## src/design/mpd_pkg.sv

```systemverilog
// ----------------------------------------------------------------------------
// mpd_pkg - shared types and constants of the MQTT PUBLISH deframer
// Result record, item kinds and the sizing constants used by the parser,
// the result queue and the top level.
// ----------------------------------------------------------------------------
`default_nettype none

package mpd_pkg;

  // Packet type nibble of a PUBLISH fixed header
  localparam logic [3:0] PKT_PUBLISH = 4'h3;

  // Default body position limit for delivery
  localparam int MAX_BODY_DEF = 1024;

  // Delivery limit after reset: buffer capacity 1024 gives 1023 bytes
  localparam logic [9:0]  LIMIT_RESET = 10'd1023;
  localparam logic [10:0] CAP_CEIL    = 11'd1024;

  // Result queue depth; one item pushes at most two results
  localparam int QDEPTH = 4;

  typedef enum logic {
    KIND_BYTE    = 1'b0,
    KIND_SUMMARY = 1'b1
  } item_kind_e;

  typedef struct packed {
    item_kind_e  kind;
    logic [7:0]  data;
    logic [3:0]  ptype;
    logic [9:0]  count;
    logic        bad;
  } result_t;

  // Results of one parsed byte, in delivery order
  typedef struct packed {
    logic    vld0;
    logic    vld1;
    result_t res0;
    result_t res1;
  } res_pair_t;

endpackage : mpd_pkg

`default_nettype wire

```

## src/design/mpd_parser.sv

```systemverilog
// ----------------------------------------------------------------------------
// mpd_parser - MQTT 3.1.1 fixed header, length and PUBLISH body parser
// Consumes one byte per step and produces up to two ordered results.
// ----------------------------------------------------------------------------
`default_nettype none

module mpd_parser
  import mpd_pkg::*;
#(
  parameter int MaxBody = MAX_BODY_DEF
) (
  input  wire logic       clk_i,
  input  wire logic       rst_ni,
  input  wire logic       step_i,
  input  wire logic [7:0] byte_i,
  input  wire logic [9:0] limit_i,
  output res_pair_t       res_o
);

  typedef enum logic [1:0] {
    PH_HEADER,
    PH_LENGTH,
    PH_BODY
  } phase_e;

  localparam logic [27:0] MaxBodyW = 28'(MaxBody);

  phase_e      phase_q, phase_d;
  logic [3:0]  type_q, type_d;
  logic [27:0] rlen_q, rlen_d;
  logic [1:0]  lidx_q, lidx_d;
  logic [27:0] pos_q, pos_d;
  logic [15:0] tlen_q, tlen_d;
  logic [9:0]  dcnt_q, dcnt_d;

  logic        is_pub;
  logic        deliver;
  logic        sum_vld;
  logic        sum_bad;
  logic        last_body;
  logic [27:0] rlen_acc;
  logic [27:0] topic_end;
  result_t     byte_res;
  result_t     sum_res;

  assign is_pub    = (type_q == PKT_PUBLISH);
  assign topic_end = 28'({1'b0, tlen_q} + 17'd2);
  assign last_body = ({1'b0, pos_q} + 29'd1) >= {1'b0, rlen_q};

  always_comb begin
    rlen_acc = rlen_q;
    unique case (lidx_q)
      2'd0: rlen_acc[6:0]   = byte_i[6:0];
      2'd1: rlen_acc[13:7]  = byte_i[6:0];
      2'd2: rlen_acc[20:14] = byte_i[6:0];
      2'd3: rlen_acc[27:21] = byte_i[6:0];
      default: rlen_acc = rlen_q;
    endcase
  end

  always_comb begin
    phase_d = phase_q;
    type_d  = type_q;
    rlen_d  = rlen_q;
    lidx_d  = lidx_q;
    pos_d   = pos_q;
    tlen_d  = tlen_q;
    dcnt_d  = dcnt_q;
    deliver = 1'b0;
    sum_vld = 1'b0;
    sum_bad = 1'b0;

    if (step_i) begin
      unique case (phase_q)
        PH_HEADER: begin
          type_d  = byte_i[7:4];
          rlen_d  = '0;
          lidx_d  = '0;
          phase_d = PH_LENGTH;
        end
        PH_LENGTH: begin
          rlen_d = rlen_acc;
          if (byte_i[7]) begin
            if (lidx_q == 2'd3) begin
              // overlong length: flag and resync on the next byte
              sum_vld = 1'b1;
              sum_bad = 1'b1;
              phase_d = PH_HEADER;
            end else begin
              lidx_d = lidx_q + 2'd1;
            end
          end else if (rlen_acc == '0) begin
            sum_vld = 1'b1;
            phase_d = PH_HEADER;
          end else begin
            pos_d   = '0;
            tlen_d  = '0;
            dcnt_d  = '0;
            phase_d = PH_BODY;
          end
        end
        PH_BODY: begin
          if (is_pub) begin
            if (pos_q == 28'd0) begin
              tlen_d = {byte_i, 8'h00};
            end else if (pos_q == 28'd1) begin
              tlen_d = {tlen_q[15:8], byte_i};
            end else if (pos_q >= topic_end && pos_q < MaxBodyW &&
                         dcnt_q < limit_i) begin
              deliver = 1'b1;
              dcnt_d  = dcnt_q + 10'd1;
            end
          end
          if (last_body) begin
            sum_vld = 1'b1;
            phase_d = PH_HEADER;
          end else begin
            pos_d = pos_q + 28'd1;
          end
        end
        default: phase_d = PH_HEADER;
      endcase
    end
  end

  always_comb begin
    byte_res       = '0;
    byte_res.kind  = KIND_BYTE;
    byte_res.data  = byte_i;
    byte_res.ptype = type_q;

    sum_res        = '0;
    sum_res.kind   = KIND_SUMMARY;
    sum_res.ptype  = type_q;
    sum_res.bad    = sum_bad;
    // count is still zero outside a PUBLISH body
    sum_res.count  = (phase_q == PH_BODY && is_pub) ? dcnt_d : 10'd0;

    res_o.vld0 = deliver | sum_vld;
    res_o.vld1 = deliver & sum_vld;
    res_o.res0 = deliver ? byte_res : sum_res;
    res_o.res1 = sum_res;
  end

  always_ff @(posedge clk_i or negedge rst_ni) begin
    if (!rst_ni) begin
      phase_q <= PH_HEADER;
      type_q  <= '0;
      rlen_q  <= '0;
      lidx_q  <= '0;
      pos_q   <= '0;
      tlen_q  <= '0;
      dcnt_q  <= '0;
    end else begin
      phase_q <= phase_d;
      type_q  <= type_d;
      rlen_q  <= rlen_d;
      lidx_q  <= lidx_d;
      pos_q   <= pos_d;
      tlen_q  <= tlen_d;
      dcnt_q  <= dcnt_d;
    end
  end

  // A byte and a summary together: byte goes first
  assert property (@(posedge clk_i) disable iff (!rst_ni)
    res_o.vld1 |-> (res_o.res0.kind == KIND_BYTE && res_o.res1.kind == KIND_SUMMARY))
    else $error("mpd_parser: result pair out of order");

  // Body position stays below the remaining length
  assert property (@(posedge clk_i) disable iff (!rst_ni)
    phase_q == PH_BODY |-> pos_q < rlen_q)
    else $error("mpd_parser: body position ran past remaining length");

  // Delivered count never exceeds the limit it was checked against
  assert property (@(posedge clk_i) disable iff (!rst_ni)
    deliver |-> dcnt_q < limit_i)
    else $error("mpd_parser: delivery beyond limit");

endmodule : mpd_parser

`default_nettype wire

```

## src/design/mpd_out_queue.sv

```systemverilog
// ----------------------------------------------------------------------------
// mpd_out_queue - result queue of the deframer
// Takes up to two results per cycle, hands out one per output request.
// ----------------------------------------------------------------------------
`default_nettype none

module mpd_out_queue
  import mpd_pkg::*;
(
  input  wire logic      clk_i,
  input  wire logic      rst_ni,
  input  wire res_pair_t push_i,
  output logic           room_o,
  output logic           out_valid_o,
  input  wire logic      out_ready_i,
  output result_t        head_o
);

  localparam int PtrW = $clog2(QDEPTH);
  localparam int CntW = $clog2(QDEPTH + 1);

  result_t           ent_q [QDEPTH];
  logic [PtrW-1:0]   wr_q, rd_q;
  logic [CntW-1:0]   cnt_q, cnt_d;
  logic              pop;
  logic [1:0]        npush;

  assign pop         = out_valid_o && out_ready_i;
  assign out_valid_o = (cnt_q != '0);
  assign head_o      = ent_q[rd_q];
  // room for a full pair without counting this cycle's pop
  assign room_o      = (cnt_q <= CntW'(QDEPTH - 2));
  assign npush       = {1'b0, push_i.vld0} + {1'b0, push_i.vld1};
  assign cnt_d       = cnt_q + CntW'(npush) - CntW'(pop);

  always_ff @(posedge clk_i) begin
    if (push_i.vld0) begin
      ent_q[wr_q] <= push_i.res0;
    end
    if (push_i.vld1) begin
      ent_q[wr_q + PtrW'(1)] <= push_i.res1;
    end
  end

  always_ff @(posedge clk_i or negedge rst_ni) begin
    if (!rst_ni) begin
      wr_q  <= '0;
      rd_q  <= '0;
      cnt_q <= '0;
    end else begin
      wr_q  <= wr_q + PtrW'(npush);
      rd_q  <= rd_q + PtrW'(pop);
      cnt_q <= cnt_d;
    end
  end

  assert property (@(posedge clk_i) disable iff (!rst_ni)
    cnt_q <= CntW'(QDEPTH))
    else $error("mpd_out_queue: overflow");

  assert property (@(posedge clk_i) disable iff (!rst_ni)
    push_i.vld1 |-> push_i.vld0)
    else $error("mpd_out_queue: second result without first");

  assert property (@(posedge clk_i) disable iff (!rst_ni)
    (npush != 2'd0) |-> $past(room_o, 1) || room_o)
    else $error("mpd_out_queue: push without room");

endmodule : mpd_out_queue

`default_nettype wire

```

## src/design/mqtt_publish_deframer_core.sv

```systemverilog
// ----------------------------------------------------------------------------
// mqtt_publish_deframer_core - MQTT 3.1.1 PUBLISH payload deframer
// Parses a received byte stream into payload byte items and one summary
// item per packet.
// ----------------------------------------------------------------------------
//
//   channel  | direction | handshake              | payload
//   ---------+-----------+------------------------+------------------------------
//   in       | sink      | in_valid_i/in_ready_o  | rx_byte_i
//   out      | source    | out_valid_o/out_ready_i| item_kind_o, payload_byte_o,
//            |           |                        | packet_type_o,
//            |           |                        | bytes_delivered_o, malformed_o
//   cfg      | sink      | cfg_valid_i/cfg_ready_o| cfg_data_i (buffer capacity)
//
// One byte request is taken per cycle while in_ready_o is high. A byte is
// held in the input register, is parsed in a single pass and its results
// (zero, one or two) land in a four-entry result queue; the first result
// shows on the output once it is written into the queue.
// Sustained rate is one byte per cycle while the queue has room; a byte that
// closes a packet while also delivering a payload byte yields two results,
// which drain through the output port at one per cycle with out_ready_i high.
// The parser steps only while the queue holds two entries or fewer; with
// the output stalled the input register fills and in_ready_o drops.
// Reset clears the parser to "awaiting fixed header", empties the queue and
// sets the buffer capacity to 1024. The cfg port is always ready.
// ----------------------------------------------------------------------------
`default_nettype none

module mqtt_publish_deframer_core
  import mpd_pkg::*;
#(
  parameter int MaxBody = MAX_BODY_DEF
) (
  input  wire logic        clk_i,
  input  wire logic        rst_ni,

  input  wire logic        in_valid_i,
  output logic             in_ready_o,
  input  wire logic [7:0]  rx_byte_i,

  output logic             out_valid_o,
  input  wire logic        out_ready_i,
  output logic             item_kind_o,
  output logic [7:0]       payload_byte_o,
  output logic [3:0]       packet_type_o,
  output logic [9:0]       bytes_delivered_o,
  output logic             malformed_o,

  input  wire logic        cfg_valid_i,
  output logic             cfg_ready_o,
  input  wire logic [10:0] cfg_data_i
);

  // Input register
  logic       in_vld_q;
  logic [7:0] in_byte_q;

  // Delivery limit derived from buffer capacity at write time
  logic [9:0] limit_q, limit_d;

  logic       room;
  logic       step;
  res_pair_t  pair;
  result_t    head;

  assign step        = in_vld_q && room;
  // take a new request when the held byte is empty or being parsed now
  assign in_ready_o  = !in_vld_q || step;
  assign cfg_ready_o = 1'b1;

  always_ff @(posedge clk_i or negedge rst_ni) begin
    if (!rst_ni) begin
      in_vld_q <= 1'b0;
    end else if (in_valid_i && in_ready_o) begin
      in_vld_q <= 1'b1;
    end else if (step) begin
      in_vld_q <= 1'b0;
    end
  end

  always_ff @(posedge clk_i) begin
    if (in_valid_i && in_ready_o) begin
      in_byte_q <= rx_byte_i;
    end
  end

  // Capacity zero means no room; above 1024, cap at the 10-bit count range
  always_comb begin
    if (cfg_data_i == '0) begin
      limit_d = '0;
    end else if (cfg_data_i > CAP_CEIL) begin
      limit_d = LIMIT_RESET;
    end else begin
      limit_d = 10'(cfg_data_i - 11'd1);
    end
  end

  always_ff @(posedge clk_i or negedge rst_ni) begin
    if (!rst_ni) begin
      limit_q <= LIMIT_RESET;
    end else if (cfg_valid_i && cfg_ready_o) begin
      limit_q <= limit_d;
    end
  end

  mpd_parser #(
    .MaxBody (MaxBody)
  ) u_parser (
    .clk_i   (clk_i),
    .rst_ni  (rst_ni),
    .step_i  (step),
    .byte_i  (in_byte_q),
    .limit_i (limit_q),
    .res_o   (pair)
  );

  mpd_out_queue u_queue (
    .clk_i       (clk_i),
    .rst_ni      (rst_ni),
    .push_i      (pair),
    .room_o      (room),
    .out_valid_o (out_valid_o),
    .out_ready_i (out_ready_i),
    .head_o      (head)
  );

  assign item_kind_o       = logic'(head.kind);
  assign payload_byte_o    = head.data;
  assign packet_type_o     = head.ptype;
  assign bytes_delivered_o = head.count;
  assign malformed_o       = head.bad;

  // No results without a parse step
  assert property (@(posedge clk_i) disable iff (!rst_ni)
    pair.vld0 |-> step)
    else $error("core: result without parse step");

  // A held byte with room is parsed in the same cycle
  assert property (@(posedge clk_i) disable iff (!rst_ni)
    (in_vld_q && room) |=> (!in_vld_q || $past(in_valid_i && in_ready_o)))
    else $error("core: held byte not consumed");

  // A config write always updates the limit register to the derived value
  assert property (@(posedge clk_i) disable iff (!rst_ni)
    (cfg_valid_i && cfg_ready_o) |=> limit_q == $past(limit_d))
    else $error("core: limit update lost");

endmodule : mqtt_publish_deframer_core

`default_nettype wire

```

## config.mk

```make
export PLATFORM = sky130hd
export DESIGN_NAME = mqtt_publish_deframer_core
export DESIGN_NICKNAME = d
export VERILOG_FILES = /design/src/design/mpd_pkg.sv /design/src/design/mpd_parser.sv /design/src/design/mpd_out_queue.sv /design/src/design/mqtt_publish_deframer_core.sv
export SDC_FILE = /design/constraint.sdc
export NUM_CORES = 1
export LEC_CHECK = 0
export ABC_AREA = 1
export BUFFER_PORTS_ARGS = -buffer_cell sky130_fd_sc_hd__buf_2
export CORE_MARGIN = 4
export CORE_UTILIZATION = 63
export DETAILED_ROUTE_END_ITERATION = 8
export PLACE_DENSITY = 0.81
export REMOVE_ABC_BUFFERS = 1
export SYNTH_ARGS = -nofsm -noshare
export SYNTH_HDL_FRONTEND = slang
export SYNTH_SLANG_ARGS = --single-unit
```

## constraint.sdc

```tcl
create_clock -name clk_i -period 5.6 [get_ports clk_i]
set_clock_uncertainty 0.2 [all_clocks]
set_input_delay 0.28 -clock clk_i [delete_from_list [all_inputs] [get_ports clk_i]]
set_output_delay 0.28 -clock clk_i [all_outputs]
set_load 0.01 [all_outputs]
```

Word-level counts from Yosys, hierarchy flattened
Memory sizes are Yosys's and may differ from the RTL's.
Cells that the tools add are included.
{ "op_classes": {"bitwise_logic": 2, "n_reduce_logical": 24, "n_shift": 0, "add_sub_neg": 12, "magnitude_cmp": 6, "div_mod_pow": 0, "eq_ne": 17, "mux": 56, "multipliers": 0} }
{ "ops": {"columns": ["cell", "n"], "rows": [
  ["$pmux W28 S2", 2],
  ["$mux W10", 10],
  ["$mux W28", 3],
  ["$mux W16", 4],
  ["$logic_not A28 Y1", 2],
  ["$pmux W16 S2", 1],
  ["$add A28 B1 Y29 const B", 1],
  ["$ge A29 B28 Y1", 1],
  ["$add A28 B1 Y28 const B", 1],
  ["$eq A28 B1 Y1 const B", 1],
  ["$ge A28 B28 Y1", 1],
  ["$lt A28 B11 Y1 const B", 1],
  ["$mux W7", 4],
  ["$mux W24", 1],
  ["$mux W1", 20],
  ["$pmux W10 S2", 1],
  ["$add A16 B2 Y17 const B", 1],
  ["$mux W2", 6],
  ["$reduce_and A6 Y1", 2],
  ["$gt A11 B11 Y1 const B", 1],
  ["$logic_not A11 Y1", 1],
  ["$add A10 B1 Y10 const B", 1],
  ["$lt A10 B10 Y1", 1],
  ["$ne A2 B2 Y1 const B", 5],
  ["30 further kinds", 45]
]} }
{ "word_totals": {"ram_bits": 96, "latch_bits": 0, "reg_bits": 116, "rom_bits": 0, "in_bits": 24, "output_inout_bits": 27, "elab_cells": 132, "n_memories": 1} }
{ "mem_list": {"columns": ["memory", "depth", "word_bits", "read_ports", "rd_clocked_by_memory_dff", "wr", "line_no", "source"], "rows": [
  ["u_queue.ent_q", 4, 24, 1, 0, 2, "mpd_out_queue.sv:22", "result_t ent_q [QDEPTH];"]
]} }

Logic depth before layout (Yosys ltp)
{ "depth": {"ltp_word": 14, "mapped_depth": 32, "depth_no_buf": 32} }

Cells and area by module
From an unflattened synthesis, not the netlist that was laid out.
{ "unflattened": {"cells_unflattened": 1930, "area_unflattened_um2": 14181.1} }
{ "modules_own_cells": {"columns": ["module", "instances", "seq_area_each_um2", "area_per_inst_um2", "cells_per_inst"], "rows": [
  ["mpd_parser", 1, 2252.2, 7259.5, 1043],
  ["mpd_out_queue", 1, 3057.9, 5883.1, 753],
  ["mqtt_publish_deframer_core", 1, 528.0, 1038.5, 134]
]} }

Least setup slack after synthesis
Ideal clock, no wire load.
{ "synth_timing": {"path_kind": "register -> register", "start": "reg u_parser.tlen_q[3]", "end": "mem u_queue.ent_q[0][10] (netlist name), data pin", "setup_time_ns": 0.140, "required_time_ns": 5.260, "n_path_buf": 1, "arrival_time_ns": 4.381, "path_stages_with_launch": 27, "setup_slack_ns": 0.879, "period_less_slack_ns": 4.721, "path_cell_list": "dfrtp_1 -> inv_1 -> nor3_2 -> nand3_1 -> nand3b_1 -> nor3_2 -> nand3_1 -> or4_1 -> ha_1 -> nand3_1 -> inv_1 -> nand2_1 -> and2_1 -> nand2_1 -> nand2_1 -> nor2_1 -> and3_1 -> nand2_1 -> inv_1 -> ha_1 -> inv_1 -> nor3_1 -> inv_1 -> nand2_1 -> o21ai_2 -> buf_4 -> nor2_1"} }
{ "synth_rtl": {"columns": ["element", "line_no", "source"], "rows": [
  ["from (decl)", "mpd_parser.sv:33", "logic [15:0] tlen_q, tlen_d;"],
  ["from (signal assigned)", "mpd_parser.sv:160", "tlen_q <= tlen_d;"],
  ["to (decl)", "mpd_out_queue.sv:22", null]
]} }

==> flow_metrics.tcl <==
set metrics [dict create \
    ios 51 \
    cp_max_fo 17 \
    period_share 0.935 \
    clock-sinks 212 \
    path_depth 25 \
    rr_worst_depth 25 \
    io_buffer_count 49 \
    coreArea_um2 19500 \
    synth_xor_xnor_area_share 0.0324 \
    synth_top_family_by_area "simple AND/OR/NAND/NOR gates" \
    status "completed" \
    yosys-top-cells-area "dfrtp_1, edfxtp_1, nand2_1" \
    nets 1718 \
    ys_seq_area_frac 0.441 \
    ant_nets 0 \
    maxCapViolations 0 \
    finalSetupViolations 0 \
    hold_viol_final 0 \
    drc 0 \
    start_kind "register" \
    end_kind "register" \
    fillers 1478 \
    critPathRequiredTime_ps 5770 \
    synth_area_um2 12400 \
    first_iter_violations 857 \
    timing.rr.end "u_queue.ent_q[0][3]" \
    layout_setup_ws_ps 363 \
    arrival_ps 5410 \
    wire_per_inst_um 16.4 \
    syn_inst 1565 \
    drtPass1Iterations 5 \
    synth_top_area_share 0.197 \
    grt_pass1_wl_mm 51.4 \
    synth-adder-area-share 0.0761 \
    area_growth_pct 11.3 \
    synth-simple-area-share 0.241 \
    track_usage 0.284 \
    clk_pin_slew_ps 60 \
    hold_path_class "in2reg" \
    p_leak_uw 0.00642 \
    synth-edff-count 68 \
    routed_via_density 5.73 \
    synthDistinctLibCells 47 \
    layout_commonest_cell "nand2_1" \
    via_count 10893 \
    antenna_found_initial 0 \
    cp_num_buf_inv 5 \
    die_area_um2 22000 \
    die_w_um 148 \
    clk_latency_ps 530 \
    start_util 0.639 \
    cts_buffers 24 \
    max_stage_delay_ps 430 \
    post-route-util 0.711 \
    grt_pass1_vias 10589 \
    powerDensity_nw_per_um2 429 \
    period_needed_ps 5240 \
    fmax_mhz 191 \
    die_y_um 148 \
    grt_max_degree 77 \
    cp_top_family "simple AND/OR/NAND/NOR gates" \
    final_cell_mix "nand2_1, inv_1, nor2_1" \
    place_hpwl_mm 22.2 \
    num_rows 51 \
    muxShareOfSynthArea 0 \
    cpMaxStageDelayCell "or4_1" \
    synth-seq-cells 212 \
    root_buffer "clkbuf_16" \
    routed_wl_mm 31.2 \
    worstSetupPathType "reg2reg" \
    n_antenna_cell 0 \
    dp_slack_ps 277 \
    yosysTopAreaCell "dfrtp_1" \
    synthArstFlopShare 0.509 \
    crit_path_start "u_parser.tlen_q[3]" \
    htreeDepth 1 \
    r2r_start "u_parser.tlen_q[3]" \
    synthFlopType "dfrtp_1" \
    synth-warning-count 0 \
    slew-limit-headroom 0.347 \
    critPathCapture "u_queue.ent_q[0][3]" \
    drive_gt1_frac 0.0965 \
    ir_drop_v 0.000334 \
    cts_tree "yes" \
    grt-ovfl-total 0 \
    worst_pin_slew_ps 979 \
    gp_congestion 0.927 \
    synth_compound_area_frac 0.125 \
    r2r_slack_ps 360 \
    cts_buffer_depth 3 \
    critPathMostFrequentCell "nand2_1" \
    avgSynthCellArea_um2 7.94 \
    maxSlewViolCount 0 \
]
-- metrics by stage --
| step | hold WS (ps) | std cells | setup TNS (ps) | power, uW | area [um^2] |
|---|---|---|---|---|---|
| global placement | 49.1 | 1843 | 0 | 4210 | 12800 |
| global route | 23.2 | 1902 | -61.2 | 6320 | 13800 |
| finish | 7.05 | 1902 | 0 | 5930 | 13800 |
| floorplan | -216 | 1517 | 0 | 3560 | 12100 |
| CTS | 3.86 | 1902 | 0 | 5900 | 13800 |
| detailed placement | 57.9 | 1843 | 0 | 4280 | 12800 |
-- how the worst min path moves through the flow --
stage	start	end	slack, ps	depth (start not counted)
after floorplan	rst_ni	in_vld_q	-220	0
after global placement	rst_ni	u_parser.dcnt_q[4]	50	1
after detailed placement	rst_ni	u_parser.dcnt_q[4]	60	1
after CTS	cfg_data_i[7]	limit_q[7]	4	4
after global routing	cfg_data_i[7]	limit_q[7]	20	4
final	cfg_data_i[7]	limit_q[7]	7	4
-- Yosys cell counts (all sizes together), types with 23 or more instances --
master  instances
edfxtp         68
clkbuf         23
buf            25
nand4          25
xor2           37
ha             74
dfrtp          98
a21oi          58
o21ai         164
nor2          191
nor3           37
inv           201
nand2         351
nand3          78
dfxtp          36
o22ai          46
-- routing by layer --
metal  global-route usage  up-vias  wire length (um)
met5                    0        -                 0
met4               0.0868        0               831
met3               0.0457       76              2500
met2                0.475      459             15000
met1                0.383     5089             12900
li1                     -     5269                 -
-- what timing repair did --
item,CTS,global route
endpoints found under the hold margin,51,0
endpoints found under the setup margin,0,120
gates resized for setup,0,12
hold buffers,15,0
setup buffers,0,0
-- cell families after synthesis --
logic type,count (synthesis)
other,1
AOI/OAI and AO/OA,282
DFF,212
xor gates and xnor gates,46
adders and majority gates,75
and+or+nand+nor,699
buffers and inverters,250
-- where the power goes --
part	total (uW)	switching, uW	internal, uW
clock network	1610	623	982
registers	2020	189	1830
logic	2310	1570	740
-- sequential cells by signal, summed over array words and instances (netlist names), 3 cells and up --
register / count
limit_q: 10
u_parser.rlen_q: 28
u_parser.type_q: 4
u_queue.cnt_q: 3
u_queue.ent_q: 96
u_parser.pos_q: 28
u_parser.dcnt_q: 10
in_byte_q: 8
u_parser.tlen_q: 16
-- worst register-to-register path: stages, from the launching register on --
cell and delay (ps):
dfrtp_1 370, inv_1 70, nor3_2 230, nand3_1 140, nand3b_1 240, nor3_2 190
nand3_1 150, or4_1 430, ha_1 300, nand3_1 110, nor3_1 230, nand2_1 90
nand2_1 60, nand2_1 70, nor2_1 320, and3_1 270, nand2_1 130, inv_1 90
ha_1 160, inv_1 140, nor3_4 280, inv_1 180, nand2_1 110, buf_6 210
o21ai_4 160, nor2_1 170
-- layout make-up --
type                       instances  area (um^2)  share of cell area
multi-input combinational       1103         5950               0.430
sequential                       212         5480               0.396
inverter                         202          766              0.0553
clock buffer                      34          679              0.0491
timing repair buffer              76          499              0.0361
tap                              265          332              0.0240
clock inverter                    10          136             0.00986
Note: power is estimated with default switching activity, not from simulation.
